**src/hdl/rffe_pkg.sv**
```systemverilog
// ----------------------------------------------------------------------------
// RFFE master package
// Shared request codes, command opcodes and the per-tick result record.
// ----------------------------------------------------------------------------
package rffe_pkg;

	localparam logic [1:0] ACT_NONE  = 2'd0;
	localparam logic [1:0] ACT_WRITE = 2'd1;
	localparam logic [1:0] ACT_EXT   = 2'd2;
	localparam logic [1:0] ACT_READ  = 2'd3;

	localparam logic [2:0] OPC_WRITE = 3'b010;
	localparam logic [2:0] OPC_READ  = 3'b011;
	localparam logic [2:0] OPC_EXT   = 3'b000;

	localparam logic [3:0] CMD_BITS  = 4'd12;
	localparam logic [3:0] BYTE_BITS = 4'd8;

	localparam logic [3:0] SLAVE_RESET = 4'd1;

	localparam logic [1:0] REG_TARGET_ADDR = 2'd0;

	typedef struct packed {
		logic       sdata_out;
		logic       sdata_drive;
		logic       sclk_pulse;
		logic       busy_res;
		logic       sequence_end;
		logic [7:0] read_data;
		logic       read_valid;
		logic       request_ignored;
	} tick_result_t;

endpackage

```
**src/hdl/rffe_seq_core.sv**
```systemverilog
// ----------------------------------------------------------------------------
// RFFE bit sequencer core
// Holds the sequence state and works out one bus tick per accepted transaction.
// ----------------------------------------------------------------------------
module rffe_seq_core import rffe_pkg::*; (
	input  logic         clk,
	input  logic         arst_n,
	input  logic         step,
	input  logic [3:0]   target_id,
	input  logic [1:0]   action,
	input  logic [7:0]   reg_address,
	input  logic [7:0]   write_data,
	input  logic         sdata_in,
	output tick_result_t result
);

	typedef enum logic [3:0] {
		PH_IDLE     = 4'd0,
		PH_SSC_HI   = 4'd1,
		PH_SSC_LO   = 4'd2,
		PH_CMD      = 4'd3,
		PH_CMD_PAR  = 4'd4,
		PH_EXT_ADDR = 4'd5,
		PH_EXT_PAR  = 4'd6,
		PH_DATA     = 4'd7,
		PH_DATA_PAR = 4'd8,
		PH_PARK_MID = 4'd9,
		PH_RD_BITS  = 4'd10,
		PH_RD_PAR   = 4'd11,
		PH_PARK_END = 4'd12
	} phase_t;

	phase_t      phase_q, phase_d;
	logic [3:0]  count_q, count_d;
	logic [11:0] shift_out_q, shift_out_d;
	logic        parity_q, parity_d;
	logic [7:0]  shift_in_q, shift_in_d;
	logic [1:0]  kind_q, kind_d;
	logic [7:0]  addr_q, addr_d;
	logic [7:0]  data_q, data_d;

	logic [3:0]  count_inc;
	logic        out_bit;
	logic [2:0]  opcode;
	logic [4:0]  cmd_addr;

	assign count_inc = count_q + 4'd1;
	assign out_bit   = shift_out_q[11];

	always_comb begin
		phase_d     = phase_q;
		count_d     = count_q;
		shift_out_d = shift_out_q;
		parity_d    = parity_q;
		shift_in_d  = shift_in_q;
		kind_d      = kind_q;
		addr_d      = addr_q;
		data_d      = data_q;
		opcode      = OPC_EXT;
		cmd_addr    = 5'd0;

		result                 = '0;
		result.sdata_drive     = 1'b1;
		result.busy_res        = 1'b1;
		result.request_ignored = (action != ACT_NONE);

		case (phase_q)
			PH_SSC_HI: begin
				result.sdata_out = 1'b1;
				phase_d = PH_SSC_LO;
			end
			PH_SSC_LO: begin
				phase_d  = PH_CMD;
				count_d  = 4'd0;
				parity_d = 1'b0;
			end
			PH_CMD, PH_EXT_ADDR, PH_DATA: begin
				result.sdata_out  = out_bit;
				result.sclk_pulse = 1'b1;
				parity_d    = parity_q ^ out_bit;
				shift_out_d = {shift_out_q[10:0], 1'b0};
				count_d     = count_inc;
				if (phase_q == PH_CMD) begin
					if (count_inc >= CMD_BITS) begin
						phase_d = PH_CMD_PAR;
					end
				end else if (count_inc >= BYTE_BITS) begin
					phase_d = (phase_q == PH_EXT_ADDR) ? PH_EXT_PAR : PH_DATA_PAR;
				end
			end
			PH_CMD_PAR, PH_EXT_PAR: begin
				result.sdata_out  = ~parity_q;
				result.sclk_pulse = 1'b1;
				count_d  = 4'd0;
				parity_d = 1'b0;
				if (phase_q == PH_CMD_PAR && kind_q == ACT_EXT) begin
					phase_d     = PH_EXT_ADDR;
					shift_out_d = {addr_q, 4'd0};
				end else if (phase_q == PH_CMD_PAR && kind_q == ACT_READ) begin
					phase_d  = PH_PARK_MID;
					count_d  = count_q;
					parity_d = parity_q;
				end else begin
					phase_d     = PH_DATA;
					shift_out_d = {data_q, 4'd0};
				end
			end
			PH_DATA_PAR: begin
				result.sdata_out  = ~parity_q;
				result.sclk_pulse = 1'b1;
				phase_d = PH_PARK_END;
			end
			PH_PARK_MID: begin
				result.sclk_pulse = 1'b1;
				phase_d    = PH_RD_BITS;
				count_d    = 4'd0;
				shift_in_d = 8'd0;
			end
			PH_RD_BITS: begin
				result.sdata_drive = 1'b0;
				result.sclk_pulse  = 1'b1;
				shift_in_d = {shift_in_q[6:0], sdata_in};
				count_d    = count_inc;
				if (count_inc >= BYTE_BITS) begin
					phase_d = PH_RD_PAR;
				end
			end
			PH_RD_PAR: begin
				result.sdata_drive = 1'b0;
				result.sclk_pulse  = 1'b1;
				phase_d = PH_PARK_END;
			end
			PH_PARK_END: begin
				result.sclk_pulse   = 1'b1;
				result.sequence_end = 1'b1;
				if (kind_q == ACT_READ) begin
					result.read_valid = 1'b1;
					result.read_data  = shift_in_q;
				end
				phase_d = PH_IDLE;
			end
			default: begin
				result.request_ignored = 1'b0;
				phase_d = PH_IDLE;
				if (action == ACT_NONE) begin
					result.busy_res = 1'b0;
				end else begin
					if (action == ACT_WRITE) begin
						opcode = OPC_WRITE;
					end else if (action == ACT_READ) begin
						opcode = OPC_READ;
					end
					if (action != ACT_EXT) begin
						cmd_addr = reg_address[4:0];
					end
					kind_d      = action;
					data_d      = write_data;
					addr_d      = (action == ACT_EXT) ? reg_address : {3'd0, reg_address[4:0]};
					shift_out_d = {target_id, opcode, cmd_addr};
					result.sdata_out = 1'b1;
					phase_d = PH_SSC_LO;
				end
			end
		endcase
	end

	always_ff @(posedge clk or negedge arst_n) begin
		if (!arst_n) begin
			phase_q  <= PH_IDLE;
			count_q  <= 4'd0;
			parity_q <= 1'b0;
			kind_q   <= ACT_NONE;
		end else if (step) begin
			phase_q  <= phase_d;
			count_q  <= count_d;
			parity_q <= parity_d;
			kind_q   <= kind_d;
		end
	end

	always_ff @(posedge clk) begin
		if (step) begin
			shift_out_q <= shift_out_d;
			shift_in_q  <= shift_in_d;
			addr_q      <= addr_d;
			data_q      <= data_d;
		end
	end

endmodule

```
**src/hdl/rffe_master_bit_sequencer.sv**
```systemverilog
// ----------------------------------------------------------------------------
// RFFE master bit sequencer
// Serial front-end bus master that emits one bus bit period per transaction.
// ----------------------------------------------------------------------------
// Each input transaction is one bus tick. When idle, a nonzero action starts
// a register write, extended register write or register read sequence: start
// condition, command frame with parity, data frames, and a final bus park.
// Every input transaction yields exactly one result transaction describing
// the data line level, drive enable and clock pulse for that tick, plus the
// busy, end, read data and dropped-request flags.
// The result appears in the cycle after its input is accepted, and one input
// can be taken in every cycle, so throughput is one tick per clock. The
// single result register sets this figure. The input side stalls only when
// that register is full and the receiver stalls it.
// The slave address register sits at byte address 0 of the APB port and is
// sampled when a sequence starts. Reset returns the sequencer to idle, empties
// the result register and sets the slave address to 1.
// ----------------------------------------------------------------------------
module rffe_master_bit_sequencer import rffe_pkg::*; (
	input  logic        clk,
	input  logic        arst_n,

	input  logic        psel,
	input  logic        penable,
	input  logic        pwrite,
	input  logic [1:0]  paddr,
	input  logic [31:0] pwdata,
	output logic [31:0] prdata,
	output logic        pready,

	input  logic        in_valid,
	output logic        in_stall,
	input  logic [1:0]  action,
	input  logic [7:0]  reg_address,
	input  logic [7:0]  write_data,
	input  logic        sdata_in,

	output logic        out_valid,
	input  logic        out_stall,
	output logic        sdata_out,
	output logic        sdata_drive,
	output logic        sclk_pulse,
	output logic        busy_res,
	output logic        sequence_end,
	output logic [7:0]  read_data,
	output logic        read_valid,
	output logic        request_ignored
);

	logic [3:0]   slave_q;
	logic         out_valid_q;
	tick_result_t result;
	tick_result_t result_q;
	logic         step;

	assign pready = 1'b1;
	assign prdata = (paddr == REG_TARGET_ADDR) ? {28'd0, slave_q} : 32'd0;

	always_ff @(posedge clk or negedge arst_n) begin
		if (!arst_n) begin
			slave_q <= SLAVE_RESET;
		end else if (psel && penable && pwrite && pready) begin
			slave_q <= pwdata[3:0];
		end
	end

	assign in_stall = out_valid_q & out_stall;
	assign step     = in_valid & ~in_stall;

	rffe_seq_core u_core (
		.clk           (clk),
		.arst_n        (arst_n),
		.step          (step),
		.target_id     (slave_q),
		.action        (action),
		.reg_address   (reg_address),
		.write_data    (write_data),
		.sdata_in      (sdata_in),
		.result        (result)
	);

	always_ff @(posedge clk or negedge arst_n) begin
		if (!arst_n) begin
			out_valid_q <= 1'b0;
		end else begin
			out_valid_q <= step | (out_valid_q & out_stall);
		end
	end

	always_ff @(posedge clk) begin
		if (step) begin
			result_q <= result;
		end
	end

	assign out_valid       = out_valid_q;
	assign sdata_out       = result_q.sdata_out;
	assign sdata_drive     = result_q.sdata_drive;
	assign sclk_pulse      = result_q.sclk_pulse;
	assign busy_res        = result_q.busy_res;
	assign sequence_end    = result_q.sequence_end;
	assign read_data       = result_q.read_data;
	assign read_valid      = result_q.read_valid;
	assign request_ignored = result_q.request_ignored;

endmodule
```
**config.mk**
```make
export PLATFORM = sky130hd
export DESIGN_NAME = rffe_master_bit_sequencer
export DESIGN_NICKNAME = d
export VERILOG_FILES = /design/src/hdl/rffe_pkg.sv /design/src/hdl/rffe_seq_core.sv /design/src/hdl/rffe_master_bit_sequencer.sv
export SDC_FILE = /design/constraint.sdc
export NUM_CORES = 1
export LEC_CHECK = 0
export BUFFER_PORTS_ARGS = -buffer_cell sky130_fd_sc_hd__buf_2
export CORE_AREA = 4 4 102 80
export CTS_BUF_LIST = sky130_fd_sc_hd__clkbuf_4
export DETAILED_ROUTE_END_ITERATION = 8
export DIE_AREA = 0 0 106 84
export PLACE_DENSITY = 0.77
export SYNTH_ARGS = -nofsm -noshare
export SYNTH_HDL_FRONTEND = slang
export SYNTH_SLANG_ARGS = --single-unit
```
**constraint.sdc**
```tcl
create_clock -name clk -period 2.63 [get_ports clk]
set_input_delay 0.526 -clock clk [delete_from_list [all_inputs] [get_ports clk]]
set_output_delay 0.526 -clock clk [all_outputs]
set_load 0.05 [all_outputs]
```
==> results of run 1 <==
[worst min-delay path by stage]
stage / from / to / slack (ns) / cells after the start
final: write_data[3] / u_core.data_q[3] / 0.28 / 1
after global routing: write_data[2] / u_core.data_q[2] / 0.23 / 1
after CTS: write_data[3] / u_core.data_q[3] / 0.24 / 1
after detailed placement: arst_n / slave_q[2] / 0.47 / 1
after global placement: arst_n / slave_q[2] / 0.47 / 1
after floorplan: arst_n / out_valid / 0.23 / 0
[logic make-up after synthesis]
group / count (synthesis) / share of synthesized area, %
compound gates: 53 / 11.4
mux: 14 / 4.45
buf+inv: 44 / 8.60
simple gates: 95 / 15.4
flops: 67 / 58.3
xor+xnor: 3 / 0.793
other cells: 2 / 0.226
fa+ha+maj: 2 / 0.755
[flip-flops by register name, summed over array words and instances (netlist names)]
name,cells
request_ignored,1
u_core.count_q,4
sclk_pulse,1
sdata_drive,1
sdata_out,1
sequence_end,1
u_core.shift_in_q,8
read_valid,1
out_valid,1
slave_q,4
busy_res,1
u_core.kind_q,2
u_core.phase_q,4
u_core.parity_q,1
u_core.addr_q,8
u_core.shift_out_q,12
u_core.data_q,8
read_data,8
[power groups by stage]
stage | Clock, uW | Sequential, uW | Combinational [uW]
final | 779 | 1510 | 1220
after global routing | 857 | 1530 | 1360
after CTS | 807 | 1500 | 1220
after detailed placement | 0 | 1530 | 1210
after global placement | 0 | 1520 | 1180
after floorplan | 0 | 1570 | 925
[metal layers]
| metal | vias up | track usage, % |
|---|---|---|
| met5 | - | 0 |
| met4 | 0 | 4.94 |
| met3 | 4 | 5.26 |
| met2 | 79 | 20.6 |
| met1 | 1016 | 18.5 |
| li1 | 1072 | - |
[cell usage in the layout, fill, tap and decap left out, types with 3 or more instances in the layout]
| master | n |
|---|---|
| sky130_fd_sc_hd__a21oi_1 | 6 |
| sky130_fd_sc_hd__a22o_1 | 3 |
| sky130_fd_sc_hd__a22oi_1 | 6 |
| sky130_fd_sc_hd__and2_1 | 26 |
| sky130_fd_sc_hd__buf_2 | 52 |
| sky130_fd_sc_hd__buf_4 | 10 |
| sky130_fd_sc_hd__clkbuf_4 | 9 |
| sky130_fd_sc_hd__conb_1 | 29 |
| sky130_fd_sc_hd__dfrtp_1 | 15 |
| sky130_fd_sc_hd__edfxtp_1 | 51 |
| sky130_fd_sc_hd__inv_1 | 4 |
| sky130_fd_sc_hd__mux2_2 | 5 |
| sky130_fd_sc_hd__mux2i_1 | 8 |
| sky130_fd_sc_hd__nand2_1 | 25 |
| sky130_fd_sc_hd__nand2b_1 | 5 |
| sky130_fd_sc_hd__nand3_1 | 5 |
| sky130_fd_sc_hd__nor2_1 | 14 |
| sky130_fd_sc_hd__nor2b_1 | 4 |
| sky130_fd_sc_hd__nor3_1 | 4 |
| sky130_fd_sc_hd__o21ai_0 | 21 |
[final cells by class]
type | instances | area, um2
fillers | 639 | 3380
flip-flops and latches | 67 | 1930
multi-input cells | 196 | 1200
repair buffers | 63 | 345
well taps | 101 | 126
clock inverters | 7 | 100
clock buffers | 9 | 67.6
inverters | 4 | 15.0
[through the flow]
| step | utilization [%] | hold WS, ns | setup WS, ns | power [uW] |
|---|---|---|---|---|
| final | 52.9 | 0.279 | 0.530 | 3500 |
| after global routing | 52.9 | 0.232 | 0.407 | 3740 |
| after CTS | 52.9 | 0.244 | 0.517 | 3530 |
| after detailed placement | 50.4 | 0.471 | 0.552 | 2740 |
| after global placement | 50.4 | 0.466 | 0.620 | 2700 |
| after floorplan | - | 0.230 | 0.0958 | 2500 |
==> run summary, run 1 <==
The flow ran to the end, and the final reports show no timing, DRC or antenna violations. The number of antenna violations at the first check in global routing is 0. Post-cts hold buffer count: 1.

110 I/O pins were placed. Detailed routing placed a total of 452 um of wire on met3. The number of CTS-inserted buffers was 9; the starting density of the core was 46.3%. By area the synthesized netlist is led by sky130_fd_sc_hd__edfxtp_1 46%, sky130_fd_sc_hd__dfrtp_1 11%, sky130_fd_sc_hd__buf_4 6.6%. The total of endpoints with negative setup slack in the final report was 0; the number of DRC markers after the initial detailed-route iteration was 150.

The run gives 0.00332 mm2 as the cell area after technology mapping. The end of the worst register-to-register path is u_core.addr_q[5]. The analysis attributes to cell leakage a power of 0.00161 uW. For this block, wires on met1 add up to 2650 um. Tracing the worst setup path back leads to its startpoint at u_core.phase_q[2]. The number of cells on the worst reg-to-reg path is 5. Counting instances in the post-synthesis netlist gives the leading cell types as 51 x sky130_fd_sc_hd__edfxtp_1, 29 x sky130_fd_sc_hd__buf_4, 26 x sky130_fd_sc_hd__and2_1. Synthesis produced 280 cells. Global routing consumed, over all layers together, 13.9% of the routing resources. During synthesis, Yosys emitted a total of 0 warnings. 0 antenna diodes ended up in the layout. CTS placed an instance of sky130_fd_sc_hd__clkbuf_4 at the clock tree root. The tools report the total internal power as 2210 uW. Post-CTS repair changed the size of 0 cells. In this run the critical register-to-register path is launched from u_core.phase_q[2]. The signal on the critical path passes through buf_4 > or3_1 > a21oi_1 > and2_1 > buf_4. In the final layout, the share of cells above drive strength 1 is 26.9%. The tools report the max-slew violation total from the final report as 0.

Of all nets on the critical path, the largest fanout is 17. For the maximum clock rate, the log shows 0.476 GHz. The family of cells with the greatest summed delay on the critical path was simple AND/OR/NAND/NOR gates. The die span in x is 106 um, and the power density normalized to cell area is 925 mW/mm2. The first detailed-routing pass took 4 iterations.

The post-route fraction of the period consumed by the critical path was 79.9%; the largest clock skew in the final design was 0.0149 ns. The share of synthesized flip-flops with an asynchronous set or reset came out at 23.9%. Combinational logic burns 34.8% of the power. STA puts the critical path data required time at 2.73 ns. The average instance area after synthesis is 11.8 um2.

TritonCTS built the clock tree. The sequential cell fraction of total power was 43.0%; the number of storage elements in the synthesis netlist was 67. Net switching is 36.9% of the power. After synthesis, flip-flops and latches occupy 58.3% of the total area. Counting distinct cell types in the post-synthesis netlist gives 55. The logs give 0.00716 mm2 for the core area and 22.2% for the clock network fraction of total power.

In the final routed layout, each cell accounts on average for 12.9 um. The floorplan has 27 rows. The run gives 447 as the non-filler instance count after layout.

The top cell type by area accounts for 46.2% of the synthesized area. The tool flagged a number of max-cap violations equal to 0. The via count of the first global-routing pass came out at 1985. From bottom edge to top edge, the die measures 84 um.

The tools report the endpoint class of the critical path as a flip-flop. The overall via count from detail_route is 2171. Post-detailed-route via-to-cell ratio: 4.86.

The leading area contributor after synthesis is sky130_fd_sc_hd__edfxtp_1. The critical path ends at u_core.addr_q[5]. STA classifies the critical path startpoint as a flip-flop.

Net total in the final layout: 403. Port buffering added 52 buffers. The tools report the largest net degree at the start of global routing as 20.

The final weighted congestion in routability-driven placement was 0.854. The area growth from synthesis to layout is 14.2%. For this design, the sink count on the clock tree is 67. In this run the register-to-register setup slack is 0.53 ns. On the critical path, the stage with the largest delay is an instance of sky130_fd_sc_hd__dfrtp_1.

Across the VDD grid, the largest voltage drop is 0.347 mV. The residual antenna-violating net count after detailed routing was 0. The commonest register cell after synthesis is sky130_fd_sc_hd__edfxtp_1.

Once the clock tree was built, the setup fixing pass inserted 0 buffers. Clock latency on the worst-skew pair, taken at its later pin, is 0.41 ns. The routed design uses 2590 um of met2 wire. The post-CTS clock slew at the launch and capture registers of the worst setup and hold paths is 0.12 ns, and the final routed DRC violation total is 0.

The first global-routing pass estimated 9600 um of wire. Post-layout instance area: 0.00379 mm2. Signal routing reaches up to met4. The path class of the tightest hold or removal check is primary input to flip-flop. The total detailed-routing wirelength is 5760 um, and the number of cells in the design after placement is 430. The peak per-stage delay on the critical path came out at 0.49 ns.

Clock period minus worst slack: 2.10 ns. Data on the critical path arrives at its endpoint at 2.20 ns. The placed standard-cell area was 0.00361 mm2; the worst path buffer plus inverter count was 2. The clock passes through at most 2 buffers. The die covers 0.00890 mm2. The run gives 4250 um as the half-perimeter wire length after placement.

The dominant cell by count in the synthesized netlist was sky130_fd_sc_hd__edfxtp_1. The H-tree was split into 3 levels. The synthesized design contains 51 enable-type register cells. Counting stages on the worst path, the most repeated cell is sky130_fd_sc_hd__buf_4. The analysis attributes to net switching a power of 1290 uW. The total grt overflow is 0.

Setup repair after global routing left no endpoint under its margin. The count of final hold-check violations is 0. The worst setup path is of the flip-flop to flip-flop kind.

For the final routed database, the setup TNS stands at 0 ns. In this run the number of cells on the critical path is 5.
Power figures use the tool's default switching activity.
==> run 2, diff against run 1 <==
--- a/config.mk
+++ b/config.mk
@@ -5,12 +5,13 @@
 export SDC_FILE = /design/constraint.sdc
 export NUM_CORES = 1
 export LEC_CHECK = 0
+export ABC_AREA = 1
 export BUFFER_PORTS_ARGS = -buffer_cell sky130_fd_sc_hd__buf_2
-export CORE_AREA = 4 4 102 80
+export CORE_AREA = 4 4 100 78
 export CTS_BUF_LIST = sky130_fd_sc_hd__clkbuf_4
 export DETAILED_ROUTE_END_ITERATION = 8
-export DIE_AREA = 0 0 106 84
-export PLACE_DENSITY = 0.77
+export DIE_AREA = 0 0 104 82
+export PLACE_DENSITY = 0.81
 export SYNTH_ARGS = -nofsm -noshare
 export SYNTH_HDL_FRONTEND = slang
 export SYNTH_SLANG_ARGS = --single-unit
==> constraint.sdc (replaced) <==
create_clock -name clk -period 2 [get_ports clk]
set_input_delay 0.4 -clock clk [delete_from_list [all_inputs] [get_ports clk]]
set_output_delay 0.4 -clock clk [all_outputs]
set_load 0.05 [all_outputs]
==> run summary, run 2 <==
The run finished with clean final reports. Leaving out fill and tap cells, the most frequent cell in the layout is sky130_fd_sc_hd__nand2_1. The tools report the total chip power as 4660 uW (+33%).

In the layout the commonest cells are 73 x sky130_fd_sc_hd__nand2_1, 52 x sky130_fd_sc_hd__buf_2, 51 x sky130_fd_sc_hd__edfxtp_1, 41 x sky130_fd_sc_hd__inv_1, 38 x sky130_fd_sc_hd__nor2_1. The total global-route track usage was 15.5% (+1.6 points). For the slack of the worst reg-to-reg path, the log shows 0.13 ns (-0.40 ns). The clock period minus worst slack is 1.87 ns (-0.233 ns). The number of port buffers is 52 (unchanged). Global-route met3 utilization: 5.81% (+0.55 points). The maximum clock rate was 0.536 GHz (+12%). Setup repair after global routing left no endpoint under its margin. Number of inserted diodes: 0 (unchanged).

Portion of synthesized cell area occupied by the leading cell type: 43.4% (-2.8 points). The relative contribution of combinational cells to total power is 40.1% (+5.3 points). The final weighted congestion in routability-driven placement was 0.874 (+2.4%). For the cell area after technology mapping, the log shows 0.00353 mm2 (+6.4%). The flip-flop count of the largest register, all copies and words added is 12 (unchanged), and the fraction of layout instances using a drive strength above 1 is 29.5% (+2.6 points).

For the overall via count from detail_route, the log shows 2400 (+11%). The depth of the worst register-to-register path came out at 7 (+2). Critical path class: flip-flop to flip-flop. The height of the die works out to 82 um (-2.4%).

The endpoint identified for the worst register-to-register timing path is u_core.shift_out_q[10]. Of all cell types, the one taking the most synthesized area is sky130_fd_sc_hd__edfxtp_1. The tools report the number of DRC markers after the initial detailed-route iteration as 136 (-9.3%).

The register area share after synthesis is 54.8% (-3.5 points), and the number of antenna violations at the first check in global routing is 0 (unchanged). Max-slew violation total from the final report: 0 (unchanged). The tools report the TritonCTS sink count as 67 (unchanged).

Tracing the worst setup path back leads to its startpoint at u_core.phase_q[0]. The area growth from synthesis to layout is 10.8%. For the total of endpoints with negative setup slack in the final report, the log shows 0 (unchanged). The switching component of the power was 1980 uW (+53%); the first-pass detailed-route iteration total was 5 (+1). The tools report the data required time of the critical path as 2.13 ns (-0.60 ns). The number of CTS-inserted buffers was 9 (unchanged); the die area was 0.00853 mm2 (-4.2%). The average instance area after synthesis is 9.94 um2 (-16%), and the maximum clock path buffer count is 2 (unchanged). The die span in x came out at 104 um (-1.9%).

For the gate count after technology mapping, the log shows 355 (+27%). Post-route fraction of the period consumed by the critical path: 93.4% (+14 points). In the post-synthesis netlist, the biggest area contributors are sky130_fd_sc_hd__edfxtp_1 43%, sky130_fd_sc_hd__dfrtp_1 11%, sky130_fd_sc_hd__nand2_1 7.9%. The post-CTS clock slew at the launch and capture registers of the worst setup and hold paths is 0.10 ns (-0.02 ns), and the non-filler instance count after layout is 505 (+13%).

The row count is 26 (-3.7%), and the level count of the clock H-tree is 3 (unchanged). The power density normalized to cell area works out to 1190 mW/mm2 (+29%). The logs give 21 (+5.0%) for the largest net degree at the start of global routing and 0.41 ns (about the same) for the clock insertion delay at the later pin of the skew report. The number of flops mapped to enable cells by yosys was 51 (unchanged); the sequential cell fraction of total power was 44.4% (+1.4 points).

The boundary pin count was 110 (unchanged); the post-detailed-route via-to-cell ratio was 4.75 (-2.1%). The tools report the global-route track usage on met2 as 24.6% (+4.0 points). The critical path ends at u_core.shift_out_q[10]. The met1 usage in global routing is 19.4% (+0.83 points).

The post-CTS setup repair buffer count is 0 (unchanged). The total detailed-routing wirelength was 6240 um (+8.3%). Ranked by flip-flop count, first place goes to u_core.shift_out_q. For the final-layout worst hold slack, the log shows 0.159 ns (-0.120 ns).

The post-detailed-route wirelength per cell is 12.4 um (-4.1%), and the total grt overflow is 0 (unchanged). The logs give 15.5% (-6.7 points) for the clock network fraction of total power and 488 (+13%) for the number of cells in the design after placement. Endpoint class of the critical path: a flip-flop. The cell sitting at the root of the clock tree is a sky130_fd_sc_hd__clkbuf_4. Largest clock skew in the final design: 0.00797 ns (-0.00693 ns). The number of different library cells in the post-synthesis netlist came out at 33 (-40%).

STA classifies the critical path startpoint as a flip-flop. The beginning of the worst register-to-register path is u_core.phase_q[0]. The tools report the via count of the first global-routing pass as 2294 (+16%). The run gives 10200 um (+6.7%) as the first-pass GRT wire length. The commonest register cell after synthesis is sky130_fd_sc_hd__edfxtp_1. The maximum fanout encountered on the critical timing path came out at 12 (-5). The run gives 0 (unchanged) as the count of final hold-check violations. The most common cell in the synthesized netlist is sky130_fd_sc_hd__nand2_1.

The logs give 0.00677 mm2 (-5.5%) for the core area and 0 (unchanged) for the residual antenna-violating net count after detailed routing. The tools report the final routed DRC violation total as 0 (unchanged). The Yosys warning count came out at 0 (unchanged). The path class of the tightest hold or removal check is primary input to flip-flop.

Share of synthesized flip-flops with an asynchronous set or reset: 23.9% (unchanged). The total internal power is 2680 uW (+21%), and the starting density of the core is 52.1% (+5.8 points). The utilization after layout was 57.8% (+4.9 points). For the worst endpoint data arrival time, the log shows 2.00 ns (-0.20 ns). TritonCTS built the clock tree. The number of storage elements in the synthesis netlist is 67 (unchanged). Routing layer with the top usage in global route: met2. The static leakage power was 0.00190 uW (+18%).

The worst-case vdd ir drop was 0.494 mV (+42%); the total of max-cap violations was 0 (unchanged). Sorting the synthesized cells by how often they occur yields 74 x sky130_fd_sc_hd__nand2_1, 51 x sky130_fd_sc_hd__edfxtp_1, 43 x sky130_fd_sc_hd__inv_1. The switching fraction of total power was 42.5% (+5.6 points).

The run gives 478 (+19%) as the net total in the final layout. The number of instances on the worst hold path was 1 (unchanged); the half-perimeter wire length after placement was 4770 um (+12%).
-- run 2: cell type report --
| type | instances | area [um2] |
|---|---|---|
| clock buffer | 10 | 75.1 |
| clock inverter | 6 | 32.5 |
| fill | 587 | 2860 |
| inverter | 51 | 205 |
| multi-input combinational | 229 | 1220 |
| sequential | 67 | 1940 |
| tap | 84 | 105 |
| timing repair buffer | 58 | 333 |
-- run 2: logic make-up after synthesis --
group	after synthesis	share of synthesized area, %
simple gates	168	24.5
xor+xnor	1	0.248
compound gates	29	5.85
fa+ha+maj	2	0.709
other cells	2	0.213
flops	67	54.8
buf+inv	86	13.7
-- run 2: layer usage --
| metal | routed length (um) | part of all wire (%) |
|---|---|---|
| met1 | 2720 | 44 |
| met2 | 2900 | 46 |
| met3 | 506 | 8.1 |
| met4 | 114 | 1.8 |
| met5 | 0 | 0 |
-- run 2: power by group through the flow --
stage          logic [uW]  clock network, uW  registers [uW]
6_report             1870                722            2070
5_1_grt              2070                809            2110
4_1_cts              1880                754            2070
3_5_place_dp         1880                  0            2100
3_3_place_gp         1820                  0            2090
2_1_floorplan        1540                  0            2110
-- run 2: critical path, stage by stage, from the launching register on --
cell                       delay (ns)
sky130_fd_sc_hd__dfrtp_1         0.58
sky130_fd_sc_hd__nand2_4         0.10
sky130_fd_sc_hd__inv_2           0.07
sky130_fd_sc_hd__nand2_2         0.09
sky130_fd_sc_hd__nand2_1         0.18
sky130_fd_sc_hd__inv_2           0.13
sky130_fd_sc_hd__a211oi_4        0.27
sky130_fd_sc_hd__buf_12          0.18
-- run 2: how the worst min path moves through the flow --
stage | from | to | slack (ns)
after floorplan | arst_n | out_valid | 0.10
after global placement | arst_n | slave_q[3] | 0.34
after detailed placement | arst_n | slave_q[2] | 0.35
after CTS | write_data[5] | u_core.data_q[5] | 0.13
after global routing | write_data[2] | u_core.data_q[2] | 0.11
final | write_data[2] | u_core.data_q[2] | 0.16
-- run 2: stage by stage --
stage	setup TNS [ns]	cell area, um2	setup WS, ns
2_1_floorplan	-7.70	3640	-0.302
3_3_place_gp	0	3790	0.176
3_5_place_dp	0	3790	0.141
4_1_cts	0	3910	0.110
5_1_grt	0	3910	0.00991
6_report	0	3910	0.133
-- run 2: repair_timing --
item | CTS | global route
gates resized for setup | 0 | 1
endpoints found under the setup margin | 0 | 12
hold endpoints to repair | 15 | 0
hold buffers | 1 | 0
==> run 3, diff against run 2 <==
--- a/config.mk
+++ b/config.mk
@@ -7,10 +7,11 @@
 export LEC_CHECK = 0
 export ABC_AREA = 1
 export BUFFER_PORTS_ARGS = -buffer_cell sky130_fd_sc_hd__buf_2
-export CORE_AREA = 4 4 100 78
+export CORE_AREA = 4 4 97 80
 export CTS_BUF_LIST = sky130_fd_sc_hd__clkbuf_4
 export DETAILED_ROUTE_END_ITERATION = 8
-export DIE_AREA = 0 0 104 82
+export DIE_AREA = 0 0 101 84
+export GPL_ROUTABILITY_DRIVEN = 1
 export PLACE_DENSITY = 0.81
 export SYNTH_ARGS = -nofsm -noshare
 export SYNTH_HDL_FRONTEND = slang
==> constraint.sdc (replaced) <==
create_clock -name clk -period 1.8 [get_ports clk]
set_input_delay 0.36 -clock clk [delete_from_list [all_inputs] [get_ports clk]]
set_output_delay 0.36 -clock clk [all_outputs]
set_load 0.05 [all_outputs]
==> run summary, run 3 (same netlist as run 2, synthesis figures left out) <==
For the residual antenna-violating net count after detailed routing, the log shows 0 (unchanged). Relative to the synthesized area, the layout overhead comes to 14.7%. The signal on the critical path passes through nor2_2 > nand2_1 > nand4_1 > a211oi_4 > buf_12. Worst hold endpoint: u_core.data_q[0]. The run gives 16.3% (+0.80 points) as the total global-route track usage. Fraction of layout instances using a drive strength above 1: 31.3% (+1.9 points). The logs give 67 (unchanged) for the TritonCTS sink count and 51.9% (-0.18 points) for the starting density of the core.

The tools report the boundary pin count as 110 (unchanged). The die span in x was 101 um (-2.9%); the depth of the worst register-to-register path was 5 (-2). First-pass GRT wire length: 10900 um (+6.1%). The area occupied by multi-input gates was 0.00122 mm2 (unchanged).

The logs give 2 (unchanged) for the maximum clock path buffer count and 0.00679 mm2 (+0.35%) for the core area. For the maximum clock rate, the log shows 0.595 GHz (+11%). The worst register-to-register path ends at u_core.shift_out_q[8].

The worst hold path belongs to the class primary input to flip-flop. The logs give 0 (unchanged) for the number of antenna violations at the first check in global routing and 0.39 ns (-0.02 ns) for the clock insertion delay at the later pin of the skew report. Post-CTS setup repair buffer count: 0 (unchanged).

STA classifies the critical path startpoint as a flip-flop. TritonCTS built the clock tree. The library cell used most frequently in the layout, excluding fill and tap cells, is sky130_fd_sc_hd__nand2_1. Post-route fraction of the period consumed by the critical path: 93.4% (about the same).

The critical path is of the flip-flop to flip-flop type. The maximum fanout encountered on the critical timing path works out to 12 (unchanged). The largest net degree at the start of global routing came out at 21 (unchanged). The total of endpoints with negative setup slack in the final report was 0 (unchanged).

The startpoint identified for the worst register-to-register timing path is u_core.phase_q[2]. The switching component of the power is 2240 uW (+13%). Total of max-cap violations: 0 (unchanged). Peak per-stage delay on the critical path: 0.57 ns (about the same).

STA classifies the critical path endpoint as a flip-flop. The clock period minus worst slack came out at 1.68 ns (-0.186 ns). For the number of DRC markers after the initial detailed-route iteration, the log shows 121 (-11%). The run gives 3480 uW (+30%) as the total internal power.

The worst-case vdd ir drop was 0.510 mV (+3.2%); the final routed DRC violation total was 0 (unchanged). The post-detailed-route via-to-cell ratio was 4.73 (-0.43%); the total detailed-routing wirelength was 6380 um (+2.2%). The worst path buffer plus inverter count was 1 (-2); the flip-flop and latch area was 0.00194 mm2 (+0.13%).

The run gives 0.119 ns (-0.0137 ns) as the worst setup slack after layout. The overall via count from detail_route was 2437 (+1.5%). The start point of the worst hold path is write_data[0].

The number of port buffers came out at 52 (unchanged). The top cell types in the final layout, fill and taps aside, are 73 x sky130_fd_sc_hd__nand2_1, 51 x sky130_fd_sc_hd__edfxtp_1, 51 x sky130_fd_sc_hd__buf_2, 41 x sky130_fd_sc_hd__inv_1, 38 x sky130_fd_sc_hd__nor2_1. Sequential cell fraction of total power: 40.4% (-4.0 points). The number of instances on the worst hold path is 1 (unchanged), and the total grt overflow is 0 (unchanged).

The final sum of negative setup slack was 0 ns (unchanged); the post-detailed-route wirelength per cell was 12.4 um (+0.26%). The half-perimeter wire length after placement is 4850 um (+1.5%), and the number of inserted diodes is 0 (unchanged). The static leakage power was 0.00197 uW (+3.7%); the slack of the worst reg-to-reg path was 0.12 ns (about the same). The run gives 1.79 ns (-0.21 ns) as the worst endpoint data arrival time. The row count was 27 (+3.8%). The logs give 1.91 ns (-0.22 ns) for the data required time of the critical path and 0.0714 ns (-0.0692 ns) for the post-placement worst setup slack. The clock network fraction of total power is 21.4% (+5.9 points), and the power density normalized to cell area is 1410 mW/mm2 (+18%).

The post-CTS clock slew at the launch and capture registers of the worst setup and hold paths was 0.11 ns (about the same). Largest clock skew in the final design: 0.0122 ns (+0.00419 ns). The total stage count of the critical path came out at 5 (-2). The count of final hold-check violations was 0 (unchanged); the height of the die was 84 um (+2.4%). The level count of the clock H-tree came out at 3 (unchanged). The first-pass detailed-route iteration total was 4 (-1); the relative contribution of combinational cells to total power was 38.2% (-1.9 points).

The via count of the first global-routing pass came out at 2390 (+4.2%). The cell at the root of the clock tree was sky130_fd_sc_hd__clkbuf_4. The tools report the final weighted congestion in routability-driven placement as 0.885 (+1.2%).

Counting flops per register, the top entry is u_core.shift_out_q. Broken down by cell family, the worst path's largest delay share belongs to flip-flops. The number of CTS-inserted buffers came out at 9 (unchanged). The run finished with clean final reports. The net total in the final layout came out at 485 (+1.5%). The switching fraction of total power is 39.2% (-3.3 points). The flip-flop count of the largest register, all copies and words added works out to 12 (unchanged). The run gives 586 (-0.17%) as the final-layout fill cell count.

The die area is 0.00848 mm2 (-0.52%). The master of the slowest instance on the critical path is sky130_fd_sc_hd__dfrtp_1. For the max-slew violation total from the final report, the log shows 0 (unchanged).
-- run 3: timing repair --
action,in CTS,in global routing
endpoints found under the setup margin,0,36
endpoints found under the hold margin,15,0
resized for setup,0,5
hold buffers,1,0
-- run 3: area by class of cell --
type / count / area share [%]
flip-flops and latches: 67 / 47.9
clock inverters: 7 / 2.88
multi-input cells: 229 / 30.2
inverters: 51 / 5.07
well taps: 87 / 2.69
repair buffers: 65 / 9.59
clock buffers: 9 / 1.67
-- run 3: power by group through the flow --
stage                     Sequential (uW)  Combinational, uW  Clock (uW)
after floorplan                      2340               1710           0
after global placement               2320               2120           0
after detailed placement             2340               2180           0
after CTS                            2310               2190        1260
after global routing                 2350               2430        1330
final                                2310               2180        1220
-- run 3: how the worst max path moves through the flow --
stage	start	to	slack [ns]
3_5_place_dp	u_core.phase_q[0]	u_core.shift_out_q[8]	0.07
2_1_floorplan	out_valid	u_core.shift_out_q[0]	-0.50
6_report	u_core.phase_q[2]	u_core.shift_out_q[8]	0.12
5_1_grt	slave_q[0]	prdata[0]	-0.0008
4_1_cts	slave_q[0]	prdata[0]	0.06
3_3_place_gp	u_core.phase_q[0]	u_core.shift_out_q[11]	0.11
-- run 3: through the flow --
step	total power, uW	cell area [um2]	util (%)	cells	hold slack, ns
6_report	5720	4050	59.6	515	0.129
5_1_grt	6120	4050	59.6	515	0.0811
4_1_cts	5760	4040	59.5	515	0.104
3_5_place_dp	4520	3850	56.6	498	0.313
3_3_place_gp	4440	3850	56.6	498	0.306
2_1_floorplan	4050	3640	-	382	0.0644
-- run 3: metal layers --
metal	part of all wire [%]	vias up	routed length (um)	track usage, %
met2	47	79	3010	25.0
met5	0	-	0	0
met1	45	1125	2840	21.6
met4	0.72	0	46	5.56
li1	-	1231	-	-
met3	7.6	2	482	5.43
-- run 3: worst reg2reg max path: stages, from the launching register on --
cell and delay, ns:
sky130_fd_sc_hd__dfrtp_1 0.57, sky130_fd_sc_hd__nor2_2 0.12, sky130_fd_sc_hd__nand2_1 0.11, sky130_fd_sc_hd__nand4_1 0.15, sky130_fd_sc_hd__a211oi_4 0.28, sky130_fd_sc_hd__buf_12 0.18
